--- config.mk ---
export PLATFORM = sky130hd
export DESIGN_NAME = pausable_countdown_timer
export DESIGN_NICKNAME = d
export VERILOG_FILES = /design/src/rtl/core/pct_pkg.sv /design/src/rtl/core/pausable_countdown_timer.sv /design/src/rtl/core/pct_in_stage.sv /design/src/rtl/core/pct_core.sv /design/src/rtl/core/pct_out_stage.sv
export SDC_FILE = /design/constraint.sdc
export NUM_CORES = 2
export LEC_CHECK = 0
export BUFFER_PORTS_ARGS = -buffer_cell sky130_fd_sc_hd__buf_2
export CAP_MARGIN = 25
export CORE_MARGIN = 8
export CORE_UTILIZATION = 30
export CTS_CLUSTER_SIZE = 16
export DETAILED_ROUTE_END_ITERATION = 7
export GPL_TIMING_DRIVEN = 0
export MAX_ROUTING_LAYER = met4
export PLACE_DENSITY = 0.42
export SLEW_MARGIN = 0
export SYNTH_ARGS = -nofsm -noshare
export SYNTH_HDL_FRONTEND = slang
export SYNTH_SLANG_ARGS = --single-unit
--- constraint.sdc ---
create_clock -name i_clk -period 17 [get_ports i_clk]
set_clock_uncertainty 0.2 [all_clocks]
set_input_delay 1.7 -clock i_clk [delete_from_list [all_inputs] [get_ports i_clk]]
set_output_delay 1.7 -clock i_clk [all_outputs]
set_load 0.005 [all_outputs]
--- src/rtl/core/pct_pkg.sv ---
// ============================================================================
// pct_pkg - shared types, codes and helpers of the pausable countdown timer
// Holds the transaction structs, the command, phase, flag and status codes,
// the configuration indexes and the millisecond-to-microsecond clamp.
// ============================================================================
package pct_pkg;

    localparam int unsigned CFG_IDX_W = 3;
    localparam int unsigned CFG_DATA_W = 32;

    // Configuration register indexes
    localparam logic [CFG_IDX_W-1:0] CFG_MIN_TIME_MS  = 3'd0;
    localparam logic [CFG_IDX_W-1:0] CFG_MAX_TIME_MS  = 3'd1;
    localparam logic [CFG_IDX_W-1:0] CFG_MAX_TIME_US  = 3'd2;
    localparam logic [CFG_IDX_W-1:0] CFG_MARGIN_US    = 3'd3;
    localparam logic [CFG_IDX_W-1:0] CFG_INIT_CD_MS   = 3'd4;

    // Configuration reset values
    localparam logic [15:0] RST_MIN_TIME_MS = 16'd10;
    localparam logic [22:0] RST_MAX_TIME_MS = 23'd4200000;
    localparam logic [31:0] RST_MAX_TIME_US = 32'd4200000000;
    localparam logic [15:0] RST_MARGIN_US   = 16'd500;
    localparam logic [31:0] RST_COUNTDOWN_US = 32'd0;

    // Item kinds
    localparam logic OP_COMMAND = 1'b0;
    localparam logic OP_TICK    = 1'b1;

    // Commands
    localparam logic [2:0] CMD_RESET  = 3'd0;
    localparam logic [2:0] CMD_START  = 3'd1;
    localparam logic [2:0] CMD_PAUSE  = 3'd2;
    localparam logic [2:0] CMD_STOP   = 3'd3;
    localparam logic [2:0] CMD_SET_CD = 3'd4;

    // Phases
    localparam logic [1:0] PH_RESET = 2'd0;
    localparam logic [1:0] PH_START = 2'd1;
    localparam logic [1:0] PH_PAUSE = 2'd2;
    localparam logic [1:0] PH_STOP  = 2'd3;

    // Pending flag bit positions
    localparam int unsigned F_START  = 0;
    localparam int unsigned F_STOP   = 1;
    localparam int unsigned F_BPAUSE = 2;
    localparam int unsigned F_EPAUSE = 3;
    localparam int unsigned F_CALC   = 4;
    localparam int unsigned F_W      = 5;

    // Status codes
    localparam logic [3:0] ST_OK             = 4'd0;
    localparam logic [3:0] ST_BAD_ARG        = 4'd1;
    localparam logic [3:0] ST_NOT_COMPLETE   = 4'd2;
    localparam logic [3:0] ST_NOT_ACTIVE     = 4'd3;
    localparam logic [3:0] ST_ALREADY_PAUSED = 4'd4;
    localparam logic [3:0] ST_CD_IGNORED     = 4'd5;
    localparam logic [3:0] ST_BELOW_MIN      = 4'd6;
    localparam logic [3:0] ST_ABOVE_MAX      = 4'd7;
    localparam logic [3:0] ST_ZERO           = 4'd8;
    localparam logic [3:0] ST_PAUSE_BUDGET   = 4'd9;

    localparam logic [32:0] US_PER_MS = 33'd1000;

    typedef struct packed {
        logic        op;
        logic [2:0]  command;
        logic        with_countdown;
        logic [31:0] countdown_ms;
        logic [31:0] now_us;
    } t_item;

    typedef struct packed {
        logic        running;
        logic [1:0]  phase;
        logic        phase_changed;
        logic [31:0] elapsed_us;
        logic [31:0] remaining_us;
        logic [31:0] start_us;
        logic [31:0] stop_us;
        logic [31:0] paused_us;
        logic [3:0]  status;
    } t_result;

    typedef struct packed {
        logic [31:0] us;
        logic [3:0]  code;
    } t_conv;

    // Clamp a millisecond request and scale it to microseconds, saturating.
    // A value that passes the max check fits in 23 bits.
    function automatic t_conv scale_countdown(input logic [31:0] ms,
                                              input logic [15:0] min_ms,
                                              input logic [22:0] max_ms);
        t_conv       c;
        logic [22:0] sel;
        logic [32:0] prod;
        c.code = ST_OK;
        if ((ms != 32'd0) && (ms < {16'd0, min_ms})) begin
            c.code = ST_BELOW_MIN;
            sel = {7'd0, min_ms};
        end else if (ms > {9'd0, max_ms}) begin
            c.code = ST_ABOVE_MAX;
            sel = max_ms;
        end else begin
            if (ms == 32'd0) begin
                c.code = ST_ZERO;
            end
            sel = ms[22:0];
        end
        prod = {10'd0, sel} * US_PER_MS;
        c.us = prod[32] ? '1 : prod[31:0];
        return c;
    endfunction

endpackage

--- src/rtl/core/pausable_countdown_timer.sv ---
// ============================================================================
// pausable_countdown_timer - countdown timer with start, pause and stop
// Commands queue pending work; tick transactions carry the time and apply it.
// ============================================================================
//
//  channel   direction  handshake                    payload
//  -------   ---------  ---------------------------  ----------------------------
//  input     in         i_in_valid / o_in_ready      op, command, countdown, now
//  result    out        o_out_valid / i_out_ready    status and timer snapshot
//  config    in         i_cfg_we (no wait)           i_cfg_index, i_cfg_data
//
//  Every transaction, command or tick, passes the core once and gives
//  one result; a new one is accepted each cycle while the result channel is
//  not stalled, and each passes the input register, then the result register.
//  Throughput is set by the state update in the core.
//  Reset is synchronous, active low; it clears all timer state and loads the
//  configuration defaults. A stalled result holds the core; the input
//  register then fills and o_in_ready drops.
//
module pausable_countdown_timer (
    input  logic        i_clk,
    input  logic        i_rst_n,
    // configuration write port
    input  logic        i_cfg_we,
    input  logic [2:0]  i_cfg_index,
    input  logic [31:0] i_cfg_data,
    // input channel
    input  logic        i_in_valid,
    output logic        o_in_ready,
    input  logic        i_op,
    input  logic [2:0]  i_command,
    input  logic        i_with_countdown,
    input  logic [31:0] i_countdown_ms,
    input  logic [31:0] i_now_us,
    // result channel
    output logic        o_out_valid,
    input  logic        i_out_ready,
    output logic        o_running,
    output logic [1:0]  o_phase,
    output logic        o_phase_changed,
    output logic [31:0] o_elapsed_us,
    output logic [31:0] o_remaining_us,
    output logic [31:0] o_start_us,
    output logic [31:0] o_stop_us,
    output logic [31:0] o_paused_us,
    output logic [3:0]  o_status
);
    import pct_pkg::*;

    t_item   in_item;
    t_item   core_item;
    logic    core_valid;
    logic    core_take;
    logic    res_ready;
    t_result core_res;
    t_result out_res;

    // pack the input fields into one transaction
    assign in_item.op             = i_op;
    assign in_item.command        = i_command;
    assign in_item.with_countdown = i_with_countdown;
    assign in_item.countdown_ms   = i_countdown_ms;
    assign in_item.now_us         = i_now_us;

    // hold the incoming transaction until the core takes it
    pct_in_stage u_in_stage (
        .i_clk   (i_clk),
        .i_rst_n (i_rst_n),
        .i_valid (i_in_valid),
        .o_ready (o_in_ready),
        .i_item  (in_item),
        .i_take  (core_take),
        .o_valid (core_valid),
        .o_item  (core_item)
    );

    // advance the timer state by one transaction whenever the result slot frees
    pct_core u_core (
        .i_clk       (i_clk),
        .i_rst_n     (i_rst_n),
        .i_cfg_we    (i_cfg_we),
        .i_cfg_index (i_cfg_index),
        .i_cfg_data  (i_cfg_data),
        .i_valid     (core_valid),
        .i_item      (core_item),
        .i_res_ready (res_ready),
        .o_take      (core_take),
        .o_res       (core_res)
    );

    // hold the result until the consumer takes it
    pct_out_stage u_out_stage (
        .i_clk        (i_clk),
        .i_rst_n      (i_rst_n),
        .i_load       (core_take),
        .i_res        (core_res),
        .o_load_ready (res_ready),
        .o_valid      (o_out_valid),
        .i_ready      (i_out_ready),
        .o_res        (out_res)
    );

    // unpack the result fields
    assign o_running       = out_res.running;
    assign o_phase         = out_res.phase;
    assign o_phase_changed = out_res.phase_changed;
    assign o_elapsed_us    = out_res.elapsed_us;
    assign o_remaining_us  = out_res.remaining_us;
    assign o_start_us      = out_res.start_us;
    assign o_stop_us       = out_res.stop_us;
    assign o_paused_us     = out_res.paused_us;
    assign o_status        = out_res.status;

endmodule

--- src/rtl/core/pct_in_stage.sv ---
// ============================================================================
// pct_in_stage - input register
// Captures one input transaction and holds it until the core takes it.
// ============================================================================
module pct_in_stage (
    input  logic           i_clk,
    input  logic           i_rst_n,
    input  logic           i_valid,
    output logic           o_ready,
    input  pct_pkg::t_item i_item,
    input  logic           i_take,
    output logic           o_valid,
    output pct_pkg::t_item o_item
);
    import pct_pkg::*;

    logic  r_valid;
    t_item r_item;

    assign o_ready = !r_valid || i_take;
    assign o_valid = r_valid;
    assign o_item  = r_item;

    always_ff @(posedge i_clk) begin
        if (!i_rst_n) begin
            r_valid <= 1'b0;
        end else if (o_ready) begin
            r_valid <= i_valid;
        end
    end

    always_ff @(posedge i_clk) begin
        if (i_valid && o_ready) begin
            r_item <= i_item;
        end
    end

endmodule

--- src/rtl/core/pct_core.sv ---
// ============================================================================
// pct_core - timer state and per-transaction update
// Holds configuration and timer state, queues commands and runs ticks.
// ============================================================================
module pct_core (
    input  logic                               i_clk,
    input  logic                               i_rst_n,
    input  logic                               i_cfg_we,
    input  logic [pct_pkg::CFG_IDX_W-1:0]      i_cfg_index,
    input  logic [pct_pkg::CFG_DATA_W-1:0]     i_cfg_data,
    input  logic                               i_valid,
    input  pct_pkg::t_item                     i_item,
    input  logic                               i_res_ready,
    output logic                               o_take,
    output pct_pkg::t_result                   o_res
);
    import pct_pkg::*;

    // configuration
    logic [15:0] r_min_ms;
    logic [22:0] r_max_ms;
    logic [31:0] r_max_us;
    logic [15:0] r_margin_us;

    // timer state
    logic           r_active, n_active;
    logic [1:0]     r_req_phase, n_req_phase;
    logic [1:0]     r_rep_phase, n_rep_phase;
    logic           r_change, n_change;
    logic [F_W-1:0] r_pend, n_pend;
    logic [31:0]    r_cd_us, n_cd_us;
    logic [31:0]    r_ts_start, n_ts_start;
    logic [31:0]    r_ts_stop, n_ts_stop;
    logic [31:0]    r_ts_pause, n_ts_pause;
    logic [31:0]    r_ts_pbegin, n_ts_pbegin;
    logic [31:0]    r_elapsed, n_elapsed;
    logic [31:0]    r_remaining, n_remaining;
    logic [3:0]     status;

    logic        pend_active;
    t_conv       cmd_conv;
    t_conv       cfg_conv;
    logic [31:0] cur_pause;
    logic [31:0] used_pause;
    logic [31:0] room;
    logic [31:0] elapsed;
    logic [32:0] elapsed_margin;

    assign o_take = i_valid && i_res_ready;

    assign pend_active = !r_pend[F_STOP] && (r_pend[F_START] || r_active);
    assign cmd_conv = scale_countdown(i_item.countdown_ms, r_min_ms, r_max_ms);
    assign cfg_conv = scale_countdown({9'd0, i_cfg_data[22:0]}, r_min_ms, r_max_ms);

    always_comb begin
        n_active    = r_active;
        n_req_phase = r_req_phase;
        n_rep_phase = r_rep_phase;
        n_change    = r_change;
        n_pend      = r_pend;
        n_cd_us     = r_cd_us;
        n_ts_start  = r_ts_start;
        n_ts_stop   = r_ts_stop;
        n_ts_pause  = r_ts_pause;
        n_ts_pbegin = r_ts_pbegin;
        n_elapsed   = r_elapsed;
        n_remaining = r_remaining;
        status      = ST_OK;
        cur_pause      = '0;
        used_pause     = '0;
        room           = '0;
        elapsed        = '0;
        elapsed_margin = '0;

        if (i_item.op == OP_COMMAND) begin
            if (i_item.command == CMD_SET_CD) begin
                if (!pend_active) begin
                    n_cd_us = cmd_conv.us;
                    status  = cmd_conv.code;
                end else begin
                    status = ST_NOT_COMPLETE;
                end
            end else if (i_item.command > CMD_SET_CD) begin
                status = ST_BAD_ARG;
            end else begin
                // take the carried countdown where the command allows it
                if (i_item.with_countdown) begin
                    case (i_item.command)
                        CMD_START: begin
                            if (!pend_active) begin
                                n_cd_us = cmd_conv.us;
                                status  = cmd_conv.code;
                            end else if (r_req_phase == PH_PAUSE) begin
                                status = ST_CD_IGNORED;
                            end
                        end
                        CMD_RESET: begin
                            n_cd_us = cmd_conv.us;
                            status  = cmd_conv.code;
                        end
                        default: begin
                            status = ST_CD_IGNORED;
                        end
                    endcase
                end
                // queue the command as pending flags
                case (i_item.command)
                    CMD_START: begin
                        if (!pend_active) begin
                            n_pend[F_START]  = 1'b1;
                            n_pend[F_EPAUSE] = 1'b0;
                            n_pend[F_STOP]   = 1'b0;
                            n_req_phase      = PH_START;
                        end else if (r_req_phase == PH_PAUSE) begin
                            n_pend[F_EPAUSE] = 1'b1;
                            n_pend[F_CALC]   = 1'b1;
                            n_req_phase      = PH_START;
                        end else begin
                            status = ST_NOT_COMPLETE;
                        end
                    end
                    CMD_RESET: begin
                        n_pend[F_START]  = 1'b1;
                        n_pend[F_BPAUSE] = 1'b0;
                        n_pend[F_EPAUSE] = 1'b0;
                        n_pend[F_STOP]   = 1'b0;
                        n_req_phase      = PH_RESET;
                    end
                    CMD_PAUSE: begin
                        if (pend_active) begin
                            if (r_req_phase == PH_START || r_req_phase == PH_RESET) begin
                                n_pend[F_BPAUSE] = 1'b1;
                                n_pend[F_CALC]   = 1'b0;
                                n_req_phase      = PH_PAUSE;
                            end else begin
                                status = ST_ALREADY_PAUSED;
                            end
                        end else begin
                            status = ST_NOT_ACTIVE;
                        end
                    end
                    default: begin
                        if (pend_active) begin
                            n_pend[F_STOP] = 1'b1;
                            n_pend[F_CALC] = 1'b1;
                            if (r_req_phase == PH_PAUSE) begin
                                n_pend[F_EPAUSE] = 1'b1;
                            end
                            n_req_phase = PH_STOP;
                        end else begin
                            status = ST_NOT_ACTIVE;
                        end
                    end
                endcase
            end
        end else begin
            n_change    = 1'b0;
            n_rep_phase = r_req_phase;
            // start or reset
            if (n_pend[F_START]) begin
                n_pend[F_START] = 1'b0;
                if (r_cd_us != 32'd0) begin
                    n_pend[F_CALC] = !n_pend[F_BPAUSE];
                end else begin
                    n_pend[F_CALC] = 1'b0;
                    n_pend[F_STOP] = 1'b1;
                end
                n_change    = 1'b1;
                n_active    = 1'b1;
                n_ts_start  = i_item.now_us;
                n_remaining = r_cd_us;
                n_elapsed   = '0;
                n_ts_pause  = '0;
                n_ts_pbegin = '0;
                n_ts_stop   = '0;
            end
            // pause begin
            if (n_pend[F_BPAUSE]) begin
                n_pend[F_BPAUSE] = 1'b0;
                n_change    = 1'b1;
                n_ts_pbegin = i_item.now_us;
            end
            // pause budget guard
            cur_pause  = i_item.now_us - n_ts_pbegin;
            used_pause = cur_pause + n_ts_pause;
            room       = r_max_us - r_cd_us;
            if (n_active && (n_rep_phase == PH_PAUSE) && !n_pend[F_EPAUSE]) begin
                if (used_pause >= room) begin
                    status = ST_PAUSE_BUDGET;
                    n_pend[F_EPAUSE] = 1'b1;
                    n_pend[F_CALC]   = 1'b1;
                    n_pend[F_STOP]   = 1'b1;
                end
            end
            // pause end: fold the pause into the total
            if (n_pend[F_EPAUSE]) begin
                n_pend[F_EPAUSE] = 1'b0;
                n_change   = 1'b1;
                n_ts_pause = used_pause;
            end
            // elapsed and remaining
            elapsed        = i_item.now_us - n_ts_pause - n_ts_start;
            elapsed_margin = {1'b0, elapsed} + {17'd0, r_margin_us};
            if (n_pend[F_CALC]) begin
                if (elapsed_margin >= {1'b0, r_cd_us}) begin
                    n_remaining    = '0;
                    n_elapsed      = r_cd_us;
                    n_pend[F_CALC] = 1'b0;
                    n_pend[F_STOP] = 1'b1;
                end else begin
                    n_remaining = r_cd_us - elapsed;
                    n_elapsed   = elapsed;
                end
            end
            // stop
            if (n_pend[F_STOP]) begin
                n_pend      = '0;
                n_change    = 1'b1;
                n_active    = 1'b0;
                n_rep_phase = PH_STOP;
                n_req_phase = PH_STOP;
                n_ts_stop   = i_item.now_us;
            end
        end
    end

    assign o_res.running       = n_active;
    assign o_res.phase         = n_rep_phase;
    assign o_res.phase_changed = n_change;
    assign o_res.elapsed_us    = n_elapsed;
    assign o_res.remaining_us  = n_remaining;
    assign o_res.start_us      = n_ts_start;
    assign o_res.stop_us       = n_ts_stop;
    assign o_res.paused_us     = n_ts_pause;
    assign o_res.status        = status;

    always_ff @(posedge i_clk) begin
        if (!i_rst_n) begin
            r_min_ms    <= RST_MIN_TIME_MS;
            r_max_ms    <= RST_MAX_TIME_MS;
            r_max_us    <= RST_MAX_TIME_US;
            r_margin_us <= RST_MARGIN_US;
        end else if (i_cfg_we) begin
            case (i_cfg_index)
                CFG_MIN_TIME_MS: r_min_ms    <= i_cfg_data[15:0];
                CFG_MAX_TIME_MS: r_max_ms    <= i_cfg_data[22:0];
                CFG_MAX_TIME_US: r_max_us    <= i_cfg_data[31:0];
                CFG_MARGIN_US:   r_margin_us <= i_cfg_data[15:0];
                default: ;
            endcase
        end
    end

    always_ff @(posedge i_clk) begin
        if (!i_rst_n) begin
            r_active    <= 1'b0;
            r_req_phase <= PH_STOP;
            r_rep_phase <= PH_STOP;
            r_change    <= 1'b0;
            r_pend      <= '0;
            r_cd_us     <= RST_COUNTDOWN_US;
            r_ts_start  <= '0;
            r_ts_stop   <= '0;
            r_ts_pause  <= '0;
            r_ts_pbegin <= '0;
            r_elapsed   <= '0;
            r_remaining <= '0;
        end else begin
            if (o_take) begin
                r_active    <= n_active;
                r_req_phase <= n_req_phase;
                r_rep_phase <= n_rep_phase;
                r_change    <= n_change;
                r_pend      <= n_pend;
                r_ts_start  <= n_ts_start;
                r_ts_stop   <= n_ts_stop;
                r_ts_pause  <= n_ts_pause;
                r_ts_pbegin <= n_ts_pbegin;
                r_elapsed   <= n_elapsed;
                r_remaining <= n_remaining;
            end
            // a countdown load from configuration uses the current limits
            if (i_cfg_we && (i_cfg_index == CFG_INIT_CD_MS)) begin
                r_cd_us <= cfg_conv.us;
            end else if (o_take) begin
                r_cd_us <= n_cd_us;
            end
        end
    end

`ifndef SYNTHESIS
    // queued work other than a start exists only for a live or starting run
    a_pend_needs_run: assert property (@(posedge i_clk) disable iff (!i_rst_n)
        (r_pend[F_BPAUSE] || r_pend[F_EPAUSE] || r_pend[F_CALC] || r_pend[F_STOP])
        |-> (r_active || r_pend[F_START]))
        else $error("pending work without an active or starting run");

    // a tick consumes start and pause-begin requests
    a_tick_consumes: assert property (@(posedge i_clk) disable iff (!i_rst_n)
        (o_take && (i_item.op == OP_TICK)) |=> (!r_pend[F_START] && !r_pend[F_BPAUSE]))
        else $error("tick left start or pause-begin pending");

    // after a tick the reported phase is stop exactly when the run is complete
    a_tick_phase: assert property (@(posedge i_clk) disable iff (!i_rst_n)
        (o_take && (i_item.op == OP_TICK)) |=> (r_active == (r_rep_phase != PH_STOP)))
        else $error("reported phase disagrees with running flag");
`endif

endmodule

--- src/rtl/core/pct_out_stage.sv ---
// ============================================================================
// pct_out_stage - result register
// Holds one result transaction until the consumer takes it.
// ============================================================================
module pct_out_stage (
    input  logic             i_clk,
    input  logic             i_rst_n,
    input  logic             i_load,
    input  pct_pkg::t_result i_res,
    output logic             o_load_ready,
    output logic             o_valid,
    input  logic             i_ready,
    output pct_pkg::t_result o_res
);
    import pct_pkg::*;

    logic    r_valid;
    t_result r_res;

    assign o_load_ready = !r_valid || i_ready;
    assign o_valid      = r_valid;
    assign o_res        = r_res;

    always_ff @(posedge i_clk) begin
        if (!i_rst_n) begin
            r_valid <= 1'b0;
        end else if (o_load_ready) begin
            r_valid <= i_load;
        end
    end

    always_ff @(posedge i_clk) begin
        if (i_load) begin
            r_res <= i_res;
        end
    end

endmodule

== After elaboration in Yosys (flattened, before gate mapping) ==
Cells that the tools add are included.

* Bits in writable memories: 0
* Bits in latches: 0
* Register bits: 561
* Memories kept: 0
* ROM bits: 0
* Input port bits: 109

* Order comparisons: 7
* Div/mod/pow operators: 0
* Bitwise operators: 0
* Muxes and demuxes: 108
* Shift operators: 0
* Add/sub/neg operators: 7
* Reduce and logical (&&, ||, !) cells: 44
* Equal/unequal tests: 20
* $mul: 2

{| class="wikitable"
|+ Operators with widths
! kind !! count
|-
| 2-to-1 mux 32 bit || 31
|-
| subtractor 32 bit || 5
|-
| 2-to-1 mux 23 bit || 4
|-
| 2-to-1 mux 4 bit || 16
|-
| one-hot mux 32 bit (2 select lines) || 1
|-
| nonzero test 32 bit || 2
|-
| multiplier 23 x 7 -> 30 bit, second input constant || 2
|-
| 2-to-1 mux 2 bit || 17
|-
| adder 32 x 16 -> 33 bit || 1
|-
| greater-or-equal comparator 33 x 32 -> 1 bit || 1
|-
| adder 32 bit || 1
|-
| greater-or-equal comparator 32 bit || 1
|-
| greater-than comparator 32 x 23 -> 1 bit || 1
|-
| logical NOT 32 bit || 1
|-
| < comparator 32 x 16 -> 1 bit || 1
|-
| 2-to-1 mux 1 bit || 27
|-
| greater-than comparator 23 bit || 1
|-
| < comparator 23 x 16 -> 1 bit || 1
|-
| nonzero test 23 bit || 1
|-
| AND reduction 7 bit || 3
|-
| 2-to-1 mux 5 bit || 4
|-
| inequality test 3 x 2 -> 1 bit, second input constant || 4
|-
| one-hot mux 4 bit (3 select lines) || 1
|-
| AND reduction 6 bit || 2
|-
| 24 further kinds || 59
|}

== Longest topological paths before layout ==
* Word-level depth: 20
* Gate-level depth with buffers: 63

== By module ==
A second synthesis with hierarchy kept.

* Cells, all modules: 4799
* Area, all modules: 43610.6 µm²

{| class="wikitable"
|+ Modules (own cells, without submodules)
! module !! cells each !! sequential area each (µm²) !! instances !! area each (µm²)
|-
| pct_core || 4553 || 6446.2 || 1 || 36387.4
|-
| pct_out_stage || 172 || 5064.9 || 1 || 5093.6
|-
| pct_in_stage || 74 || 2092.0 || 1 || 2129.5
|}

== Least setup slack after synthesis ==
OpenSTA, ideal clock, no wires.

* Kind: register to register
* From: register u_core.r_pend[0]
* To: register u_out_stage.r_res, in the netlist u_out_stage.o_res[134], data pin
* Data arrival time: 12.521 ns
* Slack: 4.008 ns
* Data required time: 16.530 ns
* Setup time: 0.270 ns
* Clock period less this slack: 12.992 ns
* Stages on the path, launching flop included: 58
* Cell sequence: dfxtp_1 -> buf_2 -> buf_1 -> nor2_1 -> clkbuf_1 -> a22o_1 -> fa_1 -> fa_1 -> nor2b_1 -> o21a_1 -> o211ai_1 -> a21oi_1 -> nor4_1 -> or2_2 -> o211a_1 -> o311ai_0 -> a21oi_1 -> xnor2_1 -> [... 22 more ...] -> a221o_1 -> a221oi_1 -> nor4_2 -> nand3_1 -> nor2_1 -> xnor2_1 -> ha_1 -> a21o_1 -> a21o_1 -> a21oi_1 -> o2111a_1 -> a221oi_1 -> o21ai_1 -> nand2_1 -> a31oi_4 -> buf_2 -> mux2i_1 -> a21oi_1

{| class="wikitable"
|+ RTL lines
! what !! RTL line !! source
|-
| start: declaration || pct_core.sv:30 || <nowiki>logic [F_W-1:0] r_pend, n_pend;</nowiki>
|-
| start signal: assignment || pct_core.sv:274 || <nowiki>r_pend <= n_pend;</nowiki>
|-
| end signal: assignment || pct_out_stage.sv:34 || <nowiki>r_res <= i_res;</nowiki>
|-
| end: declaration || pct_out_stage.sv:18 || <nowiki>t_result r_res;</nowiki>
|}

==> results.sh <==
export IMPL_vias=37900
export IMPL_fp_dieArea_sq_um=157000
export IMPL_cts_sinks=561
export IMPL_htreeDepth=3
export IMPL_p_int_uw=3910
export IMPL_gp_congestion=0.995
export IMPL_p_clk_frac=0.247
export IMPL_yosysTopAreaCell="edfxtp_1"
export IMPL_drtIter0Drc=2737
export IMPL_yosysUniqueCellTypes=102
export IMPL_synth_warning_count=0
export IMPL_synth_edf_count=237
export IMPL_multiInputGateArea_sq_um=27300
export IMPL_worstSkewPairLatency_ns=0.72
export IMPL_grt_max_degree=61
export IMPL_design_area_sq_um=50600
export IMPL_synthArstFlopShare=0
export IMPL_maxSlewViolCount=0
export IMPL_hold_viol=0
export IMPL_synth_main_ff_cell="dfxtp_1"
export IMPL_postRouteAntennaNets=0
export IMPL_cts_inserted_buffers=76
export IMPL_min_path_type="flop to flop"
export IMPL_die_h_um=396
export IMPL_timing_final_crit_period_ns=16.40
export IMPL_start_util=0.302
export IMPL_wirelength_um=186000
export IMPL_cellLeakagePower_uw=0.0211
export IMPL_clockRootBuffer="clkbuf_16"
export IMPL_power_density_nw_per_um2=138
export IMPL_r2r_cells=61
export IMPL_required_ns=17.19
export IMPL_r2r_end="u_out_stage.o_res[106]"
export IMPL_post_drt_wl_per_cell_um=25.9
export IMPL_synth_seq_cells=561
export IMPL_via_per_inst=5.28
export IMPL_rows=139
export IMPL_cp_arrival_ns=16.59
export IMPL_drc=0
export IMPL_yosysTopAreaCellShare=0.164
export IMPL_synth_compound_area_frac=0.207
export IMPL_clock_fmax_mhz=61.0
export IMPL_synthSimpleGateAreaFrac=0.130
export IMPL_layout_cells_non_filler=7173
export IMPL_synth_xor_area_frac=0.0387
export IMPL_p_comb_frac=0.530
export IMPL_timing_rr_start="u_core.r_pend[0]"
export IMPL_r2r_slack_ns=0.60
export IMPL_max_cap_violations=0
export IMPL_synth_net_count=5539
export IMPL_whs_endpoint="u_core.r_elapsed[5]"
export IMPL_crit_top_cell="ha_1"
export IMPL_ir_worst_vdd_uv=86.0
export IMPL_seqPwrFrac=0.223
export IMPL_utilization=0.353
export IMPL_netlist_area_sq_um=43300
export IMPL_slew_headroom=0.163
export IMPL_clockBufferDepth=3
export IMPL_fillCellCount=15000
export IMPL_post_place_cells=7014
export IMPL_status="complete, no violations"
export IMPL_postCtsHoldBufs=0
export IMPL_finalSetupViolCount=0
export IMPL_synth_top_family_by_area="adder cells"
export IMPL_clkTransAtPathRegs_ns=0.06
export IMPL_muxShareOfSynthArea=0.0250
export IMPL_first_pass_iters=5
export IMPL_io_pins=279
export IMPL_antenna_found_initial=11
export IMPL_grt_pass1_wl_um=268000
export IMPL_io_buffers=276
export IMPL_worstPathMaxFanout=10
export IMPL_mostFrequentLayoutCell="inv_1"
export IMPL_tightest_slew_ns=1.26
export IMPL_switching_share=0.442
export IMPL_post_route_period_util=0.965
export IMPL_yosys_area_share_adder=0.226
export IMPL_core_sq_um=143000
export IMPL_placed_cell_area_sq_um=47700
export IMPL_grt_pass1_vias=38200
export IMPL_path_class="flop to flop"
export IMPL_area_delta_synth_final_pct=16.9
export IMPL_final_nets=5955
export IMPL_die_w_um=396
export IMPL_whs_path_depth=2
export IMPL_grt_overflow=0
export IMPL_critPathSlowestCell="clkdlybuf4s15_1"
export IMPL_p_switching_uw=3100
export IMPL_endpoint_kind="flop"
export IMPL_hold_start="u_core.r_elapsed[5]"
export IMPL_ys_seq_area_frac=0.314
export IMPL_final_cell_mix="inv_1 (465), nand2_1 (461), a21oi_1 (430), ha_1 (417), nor2_1 (353)"
export IMPL_synth_area_top_cells="edfxtp_1 (16%), dfxtp_1 (15%), ha_1 (12%)"
export IMPL_startpoint_type="flop"
export IMPL_dp_hpwl_um=152000
export IMPL_drive_above_1_share=0.111
export IMPL_tritoncts="done"
export IMPL_avgSynthCellArea_sq_um=9.06
export IMPL_slowest_delay_ns=0.76
export IMPL_grtUsageTotal=0.237
export IMPL_syn_inst=4784
export IMPL_seq_area_sq_um=13600
-- registers in the layout, indices dropped and copies added, names as in the netlist --
signal	flops
u_core.r_active	1
u_core.r_max_ms	23
u_core.r_remaining	32
u_core.r_ts_stop	32
u_core.r_min_ms	16
u_core.r_rep_phase	2
u_core.r_ts_start	32
u_in_stage.o_item	69
u_core.r_req_phase	2
u_core.r_cd_us	32
u_core.r_pend	5
u_core.r_max_us	32
u_core.r_elapsed	32
u_core.r_ts_pause	32
u_core.r_ts_pbegin	32
u_out_stage.o_res	168
u_out_stage.o_valid	1
u_core.r_margin_us	16
u_in_stage.o_valid	1
u_core.r_change	1
-- logic make-up after synthesis --
| kind of cell | count (synthesis) |
|---|---|
| buffers and inverters | 674 |
| AO/OA/AOI/OAI | 1372 |
| adder cells (fa/ha/maj) | 646 |
| multiplexers | 107 |
| XOR/XNOR | 189 |
| flip-flops | 561 |
| AND/OR/NAND/NOR | 1235 |
-- how the worst max path moves through the flow --
stage                      from                endpoint  slack (ns)  cells past startpoint
6_report       u_core.r_pend[0]  u_out_stage.o_res[106]        0.60                     61
5_1_grt        u_core.r_pend[0]   u_out_stage.o_res[43]       -0.01                     61
4_1_cts        u_core.r_pend[0]  u_out_stage.o_res[134]        0.10                     60
3_5_place_dp   u_core.r_pend[0]  u_out_stage.o_res[167]       -2.62                     56
3_3_place_gp   u_core.r_pend[0]     u_core.r_ts_stop[2]       -3.07                     60
2_1_floorplan  u_core.r_pend[0]  u_out_stage.o_res[134]        4.01                     57
-- cell type report --
cell class                      instances  share of cell area
Clock buffer                           95              0.0408
Inverter                              468              0.0347
Sequential cell                       561               0.269
Antenna cell                            6            0.000296
Timing Repair Buffer                  339              0.0412
Buffer                                205              0.0172
Tap cell                             1903              0.0470
Clock inverter                         47              0.0119
Multi-Input combinational cell       3549               0.538
-- metrics by stage --
stage               TNS [ns]  setup WS, ns  total power [uW]  hold slack, ns
floorplan                  0          4.01              4100           0.225
global route         -0.0259      -0.00956              7490           0.266
detailed placement   -397.75         -2.62              5270           0.241
CTS                        0         0.102              7060           0.249
global placement     -465.74         -3.07              5250           0.236
finish                     0         0.596              7010           0.248
-- routing by layer --
layer | GRT usage | up-vias | part of all wire
li1 | - | 17900 | -
met1 | 0.290 | 18600 | 0.43
met2 | 0.404 | 1086 | 0.49
met3 | 0.0285 | 264 | 0.045
met4 | 0.0788 | 0 | 0.039
met5 | - | - | 0
-- cell usage after synthesis, drive strengths merged, types with 30 or more instances --
library cell,instances
fa,229
a21oi,435
o21ai,254
xnor2,121
a211oi,89
inv,467
mux2i,96
o21a,51
a31oi,59
nor2b,41
ha,417
nand4,44
nand2b,45
dfxtp,324
nand3,86
o211ai,38
nand2,461
nor2,354
a21o,114
nor4,30
nor3,75
xor2,68
edfxtp,237
clkbuf,177
a22o,94
-- power groups by stage --
stage	sequential [uW]	clock (uW)	combinational, uW
after floorplan	1550	0	2550
after global placement	1600	0	3660
after detailed placement	1590	0	3680
after CTS	1560	1790	3720
after global routing	1570	1830	4090
final	1560	1730	3720
-- worst max-delay path, delay by kind of cell, from the launching register on --
family	cells	cell delay [ns]
flip-flops	1	0.29
adder cells (fa/ha/maj)	9	2.96
AND/OR/NAND/NOR	15	3.13
XOR/XNOR	3	0.68
multiplexers	1	0.45
buffers and inverters	11	2.45
AO/OA/AOI/OAI	22	5.81
-- timing repair --
item | in CTS | in global routing
gates resized for setup | 18 | 32
pin swaps | 2 | 1
setup endpoints to repair | 203 | 174
setup buffers | 4 | 3
No activity file was read; power rests on OpenSTA's default activity.
